`src/rtl/core/khp_pkg.sv`:
```
// Shared types, constants and fixed-point helpers of the horizon predictor.
`default_nettype none
package khp_pkg;

    localparam int HORIZON  = 32;
    localparam int AXES     = 3;
    localparam int K_W      = $clog2(HORIZON + 1);
    localparam int A_W      = (HORIZON > 1) ? $clog2(HORIZON) : 1;
    localparam int DIV_BITS = 48;
    localparam int DCNT_W   = $clog2(DIV_BITS + 1);
    localparam int CIDX_W   = 4;
    localparam int STEPS_MAX = 65535;

    localparam logic signed [31:0] Q_ONE  = 32'sd65536;
    localparam logic signed [31:0] S_MAX  = 32'sh7FFF_FFFF;
    localparam logic signed [31:0] S_MIN  = 32'sh8000_0000;

    typedef enum logic [CIDX_W-1:0] {
        CFG_STEP_TIME  = 4'd0,
        CFG_MEAS_NOISE = 4'd1,
        CFG_PROC_PP    = 4'd2,
        CFG_PROC_PV    = 4'd3,
        CFG_PROC_VV    = 4'd4,
        CFG_INIT_X     = 4'd5,
        CFG_INIT_Y     = 4'd6,
        CFG_INIT_Z     = 4'd7
    } cfg_idx_t;

    typedef enum logic [1:0] {
        MODE_MEAS   = 2'd0,
        MODE_REPRED = 2'd1,
        MODE_EXTRAP = 2'd2
    } mode_t;

    typedef struct packed {
        logic               meas_valid;
        logic signed [31:0] meas_x;
        logic signed [31:0] meas_y;
        logic signed [31:0] meas_z;
    } tick_t;

    typedef struct packed {
        logic               last;
        logic               order;
        logic signed [31:0] val_x;
        logic signed [31:0] val_y;
        logic signed [31:0] val_z;
        logic [30:0]        var_x;
        logic [30:0]        var_y;
        logic [30:0]        var_z;
    } result_t;

    typedef struct packed {
        logic signed [31:0] pos;
        logic signed [31:0] vel;
        logic signed [31:0] ppos;
        logic signed [31:0] pcov;
        logic signed [31:0] pvel;
    } lane_t;

    typedef lane_t [AXES-1:0] row_t;

    localparam int ROW_W = $bits(row_t);

    function automatic logic signed [31:0] sat_add(input logic signed [31:0] a,
                                                   input logic signed [31:0] b);
        logic signed [32:0] s;
        s = {a[31], a} + {b[31], b};
        if (s[32] != s[31])
            return s[32] ? S_MIN : S_MAX;
        return s[31:0];
    endfunction

    function automatic logic signed [31:0] sat_sub(input logic signed [31:0] a,
                                                   input logic signed [31:0] b);
        logic signed [32:0] s;
        s = {a[31], a} - {b[31], b};
        if (s[32] != s[31])
            return s[32] ? S_MIN : S_MAX;
        return s[31:0];
    endfunction

    // Q16.16 product: floor of the full product over 2^16, then saturated.
    function automatic logic signed [31:0] q_of(input logic signed [63:0] p);
        if (p[63:47] == {17{p[63]}})
            return p[47:16];
        return p[63] ? S_MIN : S_MAX;
    endfunction

endpackage
`default_nettype wire

```
`src/rtl/core/khp_div.sv`:
```
// Radix-2 divider for one Kalman gain: saturated (num * 2^16) / den, truncated.
`default_nettype none
module khp_div
    import khp_pkg::*;
(
    input  wire logic               clk,
    input  wire logic               rst_n,
    input  wire logic               start,
    input  wire logic signed [31:0] num,
    input  wire logic [31:0]        den,
    output logic                    done,
    output logic signed [31:0]      quo
);

    logic [DCNT_W-1:0]   cnt_reg;
    logic                busy_reg;
    logic                done_reg;
    logic                neg_reg;
    logic [31:0]         den_reg;
    logic [31:0]         rem_reg;
    logic [DIV_BITS-1:0] dvd_reg;

    logic [32:0] rem_sh;
    logic        fits;
    logic [31:0] mag_in;

    assign rem_sh = {rem_reg, dvd_reg[DIV_BITS-1]};
    assign fits   = rem_sh >= {1'b0, den_reg};
    assign mag_in = num[31] ? (32'd0 - 32'(num)) : 32'(num);

    always_ff @(posedge clk or negedge rst_n)
    begin
        if (!rst_n)
        begin
            cnt_reg  <= '0;
            busy_reg <= 1'b0;
            done_reg <= 1'b0;
        end
        else
        begin
            done_reg <= 1'b0;
            if (start)
            begin
                busy_reg <= 1'b1;
                cnt_reg  <= DCNT_W'(DIV_BITS);
            end
            else if (busy_reg)
            begin
                cnt_reg <= cnt_reg - DCNT_W'(1);
                if (cnt_reg == DCNT_W'(1))
                begin
                    busy_reg <= 1'b0;
                    done_reg <= 1'b1;
                end
            end
        end
    end

    always_ff @(posedge clk)
    begin
        if (start)
        begin
            neg_reg <= num[31];
            den_reg <= den;
            rem_reg <= '0;
            dvd_reg <= DIV_BITS'({mag_in, 16'd0});
        end
        else if (busy_reg)
        begin
            rem_reg <= fits ? 32'(rem_sh - {1'b0, den_reg}) : rem_sh[31:0];
            dvd_reg <= {dvd_reg[DIV_BITS-2:0], fits};
        end
    end

    always_comb
    begin
        if (neg_reg)
        begin
            if (dvd_reg > DIV_BITS'(64'h8000_0000))
                quo = S_MIN;
            else
                quo = 32'(DIV_BITS'(0) - dvd_reg);
        end
        else
        begin
            if (dvd_reg > DIV_BITS'(64'h7FFF_FFFF))
                quo = S_MAX;
            else
                quo = dvd_reg[31:0];
        end
    end

    assign done = done_reg;

endmodule
`default_nettype wire
```
`config.mk`:
```
export PLATFORM = sky130hd
export DESIGN_NAME = khp_div
export DESIGN_NICKNAME = d
export VERILOG_FILES = /design/src/rtl/core/khp_pkg.sv /design/src/rtl/core/khp_div.sv
export SDC_FILE = /design/constraint.sdc
export NUM_CORES = 1
export LEC_CHECK = 0
export BUFFER_PORTS_ARGS = -buffer_cell sky130_fd_sc_hd__buf_4
export CAP_MARGIN = 15
export CORE_MARGIN = 1.5
export CORE_UTILIZATION = 60
export DETAILED_ROUTE_END_ITERATION = 10
export PLACE_DENSITY = 0.79
export SYNTH_ARGS = -nofsm -noshare
export SYNTH_HDL_FRONTEND = slang
export SYNTH_SLANG_ARGS = --single-unit
```
`constraint.sdc`:
```
create_clock -name clk -period 4.3 [get_ports clk]
set_clock_uncertainty 0.15 [all_clocks]
set_input_delay 0.645 -clock clk [delete_from_list [all_inputs] [get_ports clk]]
set_output_delay 0.645 -clock clk [all_outputs]
set_load 0.01 [all_outputs]
```
# ---- After elaboration in Yosys (flattened, before gate mapping)
# Cells that the tools add are included.
dict set report totals {
  regBits 121
  wordCells 32
}
dict set report op_classes {
  add_sub_neg 4
  magnitude_cmp 3
  n_eq_ne 1
  n_mux 15
  reduce_logical 1
}
# operator n
set ops {}
lappend ops {{32-bit two-way mux} 5}
lappend ops {{48-bit two-way mux} 2}
lappend ops {{1-bit by 32-bit subtractor with 32-bit output (first input constant)} 2}
lappend ops {{48-bit by 31-bit > comparator with 1-bit output (second input constant)} 1}
lappend ops {{48-bit by 32-bit > comparator with 1-bit output (second input constant)} 1}
lappend ops {{33-bit by 32-bit >= comparator with 1-bit output} 1}
lappend ops {{32-bit subtractor} 1}
lappend ops {{6-bit two-way mux} 2}
lappend ops {{6-bit by 1-bit equality test with 1-bit output (second input constant)} 1}
lappend ops {{1-bit two-way mux} 6}
lappend ops {{6-bit by 1-bit subtractor with 6-bit output (second input constant)} 1}
lappend ops {{2-bit nonzero test} 1}

# ---- Depth between registers and ports, before layout
# Gate-level depths: netlist of the first run.
dict set report logic_depth {
  ltp_word 4
  ltp_mapped 12
}

# ---- Least setup slack after synthesis of the first run
# Ideal clock, no wire load.
dict set report synth_timing {
  path_type {reg-to-output}
  from {reg dvd_reg[0]}
  to {out quo[7]}
  arrival_time_ns 2.910
  required_ns 3.505
  path_slack_ns 0.595
  stages_incl_launch_ff 12
  n_path_buf 1
  path_cell_list {dfxtp_1 inv_1 ha_1 nor3b_2 nand4_2 or4_4 or4_1 a21o_1 buf_6 clkinv_4 nand2_4 o311ai_0}
}
dict set report synth_between {
  elab_chain_cells 3
}
# element line_no
set synth_rtl {}
lappend synth_rtl {{start: declaration} khp_div.sv:21} ;# logic [DIV_BITS-1:0] dvd_reg;
lappend synth_rtl {{start signal: assignment} khp_div.sv:66} ;# dvd_reg <= DIV_BITS'({mag_in, 16'd0});
lappend synth_rtl {{start signal: assignment} khp_div.sv:71} ;# dvd_reg <= {dvd_reg[DIV_BITS-2:0], fits};
lappend synth_rtl {{48-bit by 31-bit > comparator with 1-bit output, or another cell as far along} khp_div.sv:86} ;# if (dvd_reg > DIV_BITS'(64'h7FFF_FFFF))
lappend synth_rtl {{32-bit two-way mux, on equally long branches} {khp_div.sv:86, khp_div.sv:79}}
lappend synth_rtl {{32-bit two-way mux *} khp_div.sv:77} ;# if (neg_reg)
lappend synth_rtl {{end: declaration} khp_div.sv:12} ;# output logic signed [31:0] quo
# Every way passes the cells marked *; elsewhere a longest branch is shown, timed or not.

# ---- Final worst setup path of the first run
dict set report layout_timing {
  from {reg dvd_reg[1]}
  to {out quo[15]}
}
# Same word-level chain as after synthesis.

==> results of run 1 <==
[Yosys cell counts, types with 5 or more instances]
master | instances | area (µm²)
nand2_1 | 112 | 420
nor2_1 | 66 | 248
edfxtp_1 | 65 | 1950
inv_1 | 59 | 221
o21ai_0 | 57 | 285
dfxtp_1 | 48 | 961
a21oi_1 | 47 | 235
clkbuf_1 | 47 | 176
xnor2_1 | 44 | 385
ha_1 | 36 | 450
nor3_1 | 32 | 160
a22o_1 | 30 | 263
nand3_1 | 23 | 115
o31ai_1 | 20 | 150
or3_1 | 18 | 113
nand4_1 | 17 | 106
mux2i_1 | 16 | 160
o311ai_1 | 16 | 140
o211ai_1 | 15 | 113
or4_1 | 13 | 97.6
a21o_1 | 12 | 90.1
a311oi_1 | 12 | 105
nor4_1 | 11 | 68.8
o41ai_1 | 11 | 96.3
xor2_1 | 11 | 96.3
a211oi_1 | 9 | 67.6
dfrtp_1 | 8 | 200
nand2b_1 | 8 | 50.1
o311ai_0 | 8 | 70.1
or2_2 | 8 | 50.1
a31oi_1 | 6 | 37.5
a2111oi_0 | 5 | 43.8
and2_1 | 5 | 31.3
nor2b_1 | 5 | 31.3
o21a_1 | 5 | 37.5
o21bai_1 | 5 | 37.5
[cell type report]
| type | count | area share (%) |
|---|---|---|
| clock buffers | 17 | 4.23 |
| multi-input cells | 726 | 49.0 |
| well taps | 180 | 2.24 |
| inverters | 60 | 2.29 |
| repair buffers | 133 | 10.0 |
| clock inverters | 15 | 1.17 |
| flip-flops and latches | 121 | 31.0 |
[final timing paths]
path                                to        start
setup / recovery               quo[15]   dvd_reg[1]
hold / removal             den_reg[16]      den[16]
setup reg to reg           rem_reg[28]  den_reg[10]
hold reg to reg             rem_reg[7]   rem_reg[7]
max in group asynchronous     busy_reg        rst_n
min in group asynchronous   cnt_reg[3]        rst_n
[power breakdown]
part | total (mW) | switching [mW] | internal (mW)
Sequential | 1.61 | 0.181 | 1.43
Combinational | 2.17 | 1.27 | 0.906
Clock | 1.32 | 0.574 | 0.743
[cells by family (layout without fill, tap and decap cells)]
logic type,count (synthesis),count (layout),share of synthesized area [%]
flops,121,121,37.0
buf+inv,120,225,5.88
mux,16,16,1.91
compound gates,285,285,24.3
xor+xnor,55,55,5.73
simple gates,333,333,19.5
fa+ha+maj,37,37,5.60
[per-layer routing]
metal	routed length [µm]	global-route usage, %	up-vias
met2	10500	47.6	363
met5	0	0	-
met1	9730	41.7	3818
met4	466	9.63	0
li1	-	-	3828
met3	1600	6.34	46
[timing repair]
action | 4_1_cts | 5_1_grt
resized for setup | 5 | 22
pin swaps | 1 | 4
hold buffers | 1 | 0
setup buffers | 3 | 6
hold endpoints to repair | 8 | 0
endpoints found under the setup margin | 25 | 23
gates cloned | 0 | 0
[worst register-to-register path: stages (launching register included)]
cell,delay [ns]
edfxtp_1,0.32
inv_1,0.04
ha_1,0.38
a21oi_1,0.40
o21ai_0,0.20
a2111oi_0,0.51
nor2_1,0.19
o211ai_1,0.33
a21oi_1,0.28
buf_4,0.29
or4_1,0.52
o211ai_1,0.11
==> flow_summary.yaml, run 1 <==
flow_run:
  cap_violations: 0
floorplan:
  die_w_um: 121
  coreArea_um2: 13800
  rows: 43
  die_h_um: 121
  die-area_um2: 14700
  io_pins: 100
  initial_core_util_pct: 61.0
setup_path:
  critical_path_class: "flop to primary output"
  r2r_cells: 11
  required_ns: 3.50
  crit_fanout: 8
  worst-path-buf-inv: 3
  worst_setup_path_start_kind: "flop"
  path_depth: 12
  cp_top_family: "simple AND/OR/NAND/NOR gates"
  crit_path_max_incr_delay_ns: 0.45
  critPathSlowestCell: "or4_4"
  reg2reg_setup_slack_ns: 0.50
  crit_arrival_ns: 3.34
  cp_cell_sequence: "inv_2 > ha_4 > nor3b_4 > nand4_2 > or4_4 > or4_4 > a21o_4 > buf_4 > o41ai_2 > nand2_1 > o311ai_2 > buf_4"
  end_kind: "primary output"
global_routing:
  grt_pass1_vias: 7156
  track_usage_pct: 30.3
  antenna_found_initial: 0
  overflow: 0
  grt_max_degree: 63
  grt_pass1_wl_um: 35500
clocking:
  cts_tree: "yes"
  cts_buffers: 17
  cts_max_level: 4
  clockRootBuffer: "clkbuf_16"
  clk_path_buf_depth: 2
  clk_pin_slew_ns: 0.06
  clkSinkCount: 121
  clk_latency_ns: 0.43
layout:
  drive_above_1_share_pct: 19.2
  utilization_pct: 73.0
  areaGrowthSynthToFinish_pct: 19.5
  fin_nets: 1163
  antennaDiodeCount: 0
  layout_common_cells: "131 x buf_4, 112 x nand2_1, 65 x nor2_1, 65 x edfxtp_1"
  fillers: 1047
  multiInputGateArea_um2: 4930
  largest_reg_flops: 48
  seqCellArea_um2: 3120
  mostFrequentLayoutCell: "buf_4"
  final_cell_area_um2: 10000
  fin_cells: 1252
synth:
  ys.flop_type: "edfxtp_1"
  yosysUniqueCellTypes: 72
  yosysWarnings: 0
  synth_cells: 967
  ys_seq_area_share_pct: 37.0
  netlist_area_um2: 8410
  synth-edff-count: 65
  synthArstFlopShare_pct: 6.61
  syn_area_per_cell_um2: 8.69
  ys_seq_elements: 121
  synth_nets: 1071
timing:
  period_minus_slack_ns: 4.13
  worst_slack_ns: 0.165
  drv_slew: 0
  fmax_mhz: 242
  whs_ns: 0.242
  setup_viol: 0
  hold_viol: 0
  worst_pin_slew_ns: 0.979
  slew_headroom_pct: 34.5
  min_period_over_period_pct: 96.2
  rsz0062_at_grt: "no"
  fin_tns_setup_ns: 0
route:
  vias: 8055
  drt-total-wl_um: 22300
  first_pass_iters: 6
  antenna_left: 0
  drt_iter0_drc: 781
  post_drt_wl_per_cell_um: 17.8
  vias_per_cell: 6.43
  drc: 0
placed_design:
  dpl-instance-area_um2: 9300
  dpl.cell_count: 1210
  gp_congestion: 0.981
  portBuffers: 99
  dp_hpwl_um: 15100
  preCtsSetupSlack_ns: 0.175
worst_hold_path:
  holdPathStages: 1
  hold_path.class: "input port to flop"
power:
  finalPower_mw: 5.10
  pwr_density_cell_nw_per_um2: 508
  power_leakage_nw: 4.20
  ir_worst_vdd_mv: 0.636
outcome:
  status: "finished clean"
(Power assumes the default switching activity.)
==> inputs of run 2 (changes only) <==
==> constraint.sdc (replaced) <==
create_clock -name clk -period 4.3 [get_ports clk]
set_clock_uncertainty 0.15 [all_clocks]
set_input_delay 0.43 -clock clk [delete_from_list [all_inputs] [get_ports clk]]
set_output_delay 0.43 -clock clk [all_outputs]
set_load 0.01 [all_outputs]
==> flow_summary.yaml, run 2 (synthesis results as in run 1) <==
setup_path:
  cp_top_family: "simple AND/OR/NAND/NOR gates"
  required_ns: 3.72
  critPathSlowestCell: "or4_1"
  worst-path-buf-inv: 3
  crit_fanout: 9
  end_kind: "primary output"
  crit_path_max_incr_delay_ns: 0.51
  critical_path_class: "flop to primary output"
  crit_arrival_ns: 3.57
  worst_setup_path_start_kind: "flop"
  cp_cell_sequence: "inv_1 > ha_2 > nor3b_4 > nand4_4 > or4_4 > or4_1 > a21o_4 > buf_12 > o21ai_0 > nand2_1 > o311ai_1 > buf_4"
floorplan:
  die_h_um: 121
  io_pins: 100
  coreArea_um2: 13800
  initial_core_util_pct: 61.0
  die-area_um2: 14700
  rows: 43
  die_w_um: 121
route:
  drt-total-wl_um: 22000
  drt_iter0_drc: 808
  vias: 7922
  drc: 0
  antenna_left: 0
  post_drt_wl_per_cell_um: 17.7
  vias_per_cell: 6.37
  first_pass_iters: 5
layout:
  areaGrowthSynthToFinish_pct: 17.9
  utilization_pct: 71.9
  largest_reg_flops: 48
  fin_nets: 1154
  antennaDiodeCount: 0
  layout_common_cells: "121 x buf_4, 112 x nand2_1, 65 x nor2_1, 65 x edfxtp_1, 59 x inv_1"
  drive_above_1_share_pct: 16.5
  fillers: 1117
  mostFrequentLayoutCell: "buf_4"
clocking:
  cts_buffers: 17
  clk_pin_slew_ns: 0.06
  clockRootBuffer: "clkbuf_16"
  cts_tree: "yes"
  clk_latency_ns: 0.43
  cts_max_level: 4
  clkSinkCount: 121
  clk_path_buf_depth: 2
placed_design:
  gp_congestion: 0.958
  dp_hpwl_um: 15100
  portBuffers: 99
  preCtsSetupSlack_ns: 0.301
global_routing:
  grt_max_degree: 57
  grt_pass1_vias: 7191
  antenna_found_initial: 0
  track_usage_pct: 30.4
  overflow: 0
  grt_pass1_wl_um: 35300
flow_run:
  cap_violations: 0
timing:
  fin_tns_setup_ns: 0
  worst_slack_ns: 0.152
  slew_headroom_pct: 43.6
  drv_slew: 0
  worst_pin_slew_ns: 0.840
  rsz0062_at_grt: "no"
  hold_viol: 0
  setup_viol: 0
  fmax_mhz: 241
  min_period_over_period_pct: 96.5
  period_minus_slack_ns: 4.15
power:
  pwr_density_cell_nw_per_um2: 512
  finalPower_mw: 5.07
  power_leakage_nw: 4.14
  ir_worst_vdd_mv: 0.379
outcome:
  status: "finished clean"
worst_hold_path:
  hold_path.class: "input port to flop"
## run 2: cell count changes in the layout (fill, tap and decap cells not counted), moves of 2 or more
cell        before  now
clkinvlp_4       5    1
clkbuf_1         0    3
o311ai_1        14   17
dfxtp_1         46   48
o41ai_1          6   11
inv_6            5    0
inv_2            2    0
clkinv_4         4    2
clkinv_1         0    4
clkbuf_8         0    2
inv_1           57   59
o41ai_2          6    1
buf_4          131  121
o311ai_2         7    3
## run 2: power by group
group	switching (mW)	total, mW	internal (mW)
logic	1.24	2.13	0.888
clock network	0.506	1.32	0.812
registers	0.185	1.62	1.43
total	1.94	5.07	3.13
## run 2: path summary, 6_finish.rpt
path	startpoint	to	slack [ns]	cells after the start
max reg2reg	den_reg[10]	rem_reg[31]	0.52	11
min reg2reg	rem_reg[20]	rem_reg[20]	0.33	2
min in group asynchronous	rst_n	cnt_reg[3]	0.21	2
min	den[16]	den_reg[16]	0.02	1
max in group asynchronous	rst_n	busy_reg	3.65	2
max	dvd_reg[0]	quo[2]	0.15	12
## run 2: metrics by stage
stage | instance area, µm² | hold slack, ns | std cells
floorplan | 8410 | -0.0156 | 967
global placement | 9260 | 0.103 | 1204
detailed placement | 9260 | 0.102 | 1204
CTS | 9820 | 0.0164 | 1238
global route | 9910 | 0.0130 | 1243
finish | 9910 | 0.0235 | 1243
## run 2: cell type report
class | count | area [µm²] | share of cell area (%)
multi-input cells | 726 | 4830 | 48.8
flip-flops and latches | 121 | 3110 | 31.4
repair buffers | 124 | 966 | 9.75
clock buffers | 22 | 464 | 4.68
inverters | 60 | 230 | 2.32
well taps | 180 | 225 | 2.27
clock inverters | 10 | 76.3 | 0.770
## run 2: repair_timing
| action | CTS | global route |
|---|---|---|
| resized for setup | 2 | 4 |
| cloned | 0 | 0 |
| setup buffers | 1 | 4 |
| pin swaps | 0 | 1 |
| hold buffers | 1 | 0 |
| setup endpoints to repair | 23 | 20 |
| endpoints found under the hold margin | 8 | 0 |
## run 2: routing by layer
| metal | GRT usage, % | share of wire, % | vias up | routed length [µm] |
|---|---|---|---|---|
| li1 | - | - | 3802 | - |
| met1 | 42.1 | 44 | 3729 | 9750 |
| met2 | 47.4 | 46 | 350 | 10200 |
| met3 | 5.83 | 7.4 | 41 | 1630 |
| met4 | 10.8 | 1.7 | 0 | 382 |
| met5 | 0 | 0 | - | 0 |
==> inputs of run 3 (changes only) <==
--- a/config.mk
+++ b/config.mk
@@ -11,6 +11,7 @@
 export CORE_UTILIZATION = 60
 export DETAILED_ROUTE_END_ITERATION = 10
 export PLACE_DENSITY = 0.79
+export SETUP_SLACK_MARGIN = 0.3
 export SYNTH_ARGS = -nofsm -noshare
 export SYNTH_HDL_FRONTEND = slang
 export SYNTH_SLANG_ARGS = --single-unit
==> flow_summary.yaml, run 3 (synthesis results as in run 1) <==
outcome:
  status: "finished clean"
setup_path:
  critPathSlowestCell: "or4_4"
  reg2reg_setup_slack_ns: 0.66
  crit_path_max_incr_delay_ns: 0.56
  r2r_cells: 11
  crit_fanout: 6
  cp-startpoint: "dvd_reg[0]"
  end_kind: "primary output"
  critPathCapture: "quo[2]"
  worst_setup_path_start_kind: "flop"
  cp_cell_sequence: "inv_4 > ha_4 > nor3b_4 > nand4_4 > or4_4 > or4_4 > a21o_4 > buf_6 > o21ai_0 > nand2_1 > o311ai_1 > buf_4"
  rr_endpoint: "rem_reg[10]"
  required_ns: 3.72
  critical_path_class: "flop to primary output"
  cpMostUsedCell: "or4_4"
  crit_arrival_ns: 3.51
  rr_startpoint: "den_reg[7]"
clocking:
  clk_pin_slew_ns: 0.06
  clkSinkCount: 121
  cts_buffers: 17
  cts_tree: "yes"
  cts_max_level: 4
  clockRootBuffer: "clkbuf_16"
  clk_path_buf_depth: 2
  clk_latency_ns: 0.43
floorplan:
  rows: 43
  die_h_um: 121
  die-area_um2: 14700
  coreArea_um2: 13800
  io_pins: 100
  initial_core_util_pct: 61.0
  die_w_um: 121
power:
  power_leakage_nw: 4.22
  ir_worst_vdd_mv: 0.381
  pwr_density_cell_nw_per_um2: 509
route:
  drt_iter0_drc: 773
  drc: 0
  vias_per_cell: 6.47
  drt-total-wl_um: 22600
  first_pass_iters: 7
  antenna_left: 0
  post_drt_wl_per_cell_um: 18.1
  vias: 8097
timing:
  drv_slew: 0
  slew_headroom_pct: 41.0
  hold_viol: 0
  worst_pin_slew_ns: 0.879
  rsz0062_at_grt: "yes"
  whs_ns: 0.0274
  period_minus_slack_ns: 4.09
  setup_viol: 0
  fin_tns_setup_ns: 0
  min_period_over_period_pct: 95.0
  fmax_mhz: 245
layout:
  fillers: 1068
  seqCellArea_um2: 3120
  multiInputGateArea_um2: 4990
  areaGrowthSynthToFinish_pct: 20.6
  antennaDiodeCount: 0
  largest_reg_flops: 48
  layout_common_cells: "128 x buf_4, 112 x nand2_1, 65 x nor2_1, 65 x edfxtp_1"
  mostFrequentLayoutCell: "buf_4"
  fin_nets: 1162
  fin_cells: 1251
  drive_above_1_share_pct: 19.0
placed_design:
  dpl.cell_count: 1204
  dp_hpwl_um: 15100
  portBuffers: 99
  gp_congestion: 0.958
global_routing:
  grt_pass1_vias: 7256
  grt_pass1_wl_um: 35600
  antenna_found_initial: 0
  grt_max_degree: 57
  overflow: 0
  track_usage_pct: 30.6
worst_hold_path:
  hold_path.class: "input port to flop"
flow_run:
  cap_violations: 0
[run 3: worst min-delay path by stage]
stage,start,end,slack [ns],depth (start not counted)
2_1_floorplan,rst_n,busy_reg,-0.02,0
3_3_place_gp,rst_n,done,0.10,1
3_5_place_dp,rst_n,done,0.10,1
4_1_cts,den[16],den_reg[16],0.02,1
5_1_grt,den[15],den_reg[15],0.02,1
6_report,den[16],den_reg[16],0.03,1
[run 3: through the flow]
stage | instance area [µm²] | worst slack [ns] | power [mW] | util, %
final | 10100 | 0.215 | 5.16 | 73.6
after global routing | 10100 | 0.184 | 5.47 | 73.6
after CTS | 9950 | 0.309 | 5.05 | 72.2
after detailed placement | 9260 | 0.301 | 3.66 | 67.2
after global placement | 9260 | 0.385 | 3.62 | 67.2
after floorplan | 8410 | 0.810 | 3.08 | -
[run 3: repair_timing]
action,in CTS,in global routing
cloned,0,0
endpoints found under the hold margin,8,0
setup buffers,7,6
gates resized for setup,16,23
hold buffers,1,0
endpoints found under the setup margin,28,23
pin swaps,3,11
[run 3: metal layers]
| metal | wire length (µm) | track usage [%] | share of wire (%) | vias to the layer above |
|---|---|---|---|---|
| met5 | 0 | 0 | 0 | - |
| met4 | 544 | 12.0 | 2.4 | 0 |
| met3 | 1650 | 5.73 | 7.3 | 60 |
| met2 | 10500 | 47.5 | 46 | 389 |
| met1 | 9960 | 42.2 | 44 | 3824 |
| li1 | - | - | - | 3824 |
[run 3: cell type report]
cell class                      count  area share [%]
Tap cell                          180            2.22
Inverter                           60            2.32
Multi-Input combinational cell    726            49.2
Timing Repair Buffer              132            10.1
Sequential cell                   121            30.8
Clock inverter                     10           0.753
Clock buffer                       22            4.58
[run 3: report_power, final]
part | internal, mW | switching, mW | total (mW)
Sequential | 1.44 | 0.189 | 1.62
Clock | 0.812 | 0.507 | 1.32
Combinational | 0.919 | 1.29 | 2.21
Total | 3.17 | 1.99 | 5.16
[run 3: worst max-delay path: cells and delay by family (launching register included)]
family | cells | cell delay, ns
and+or+nand+nor | 5 | 1.52
AOI/OAI and AO/OA | 3 | 0.66
buffers and inverters | 3 | 0.39
DFF | 1 | 0.36
adders and majority gates | 1 | 0.15
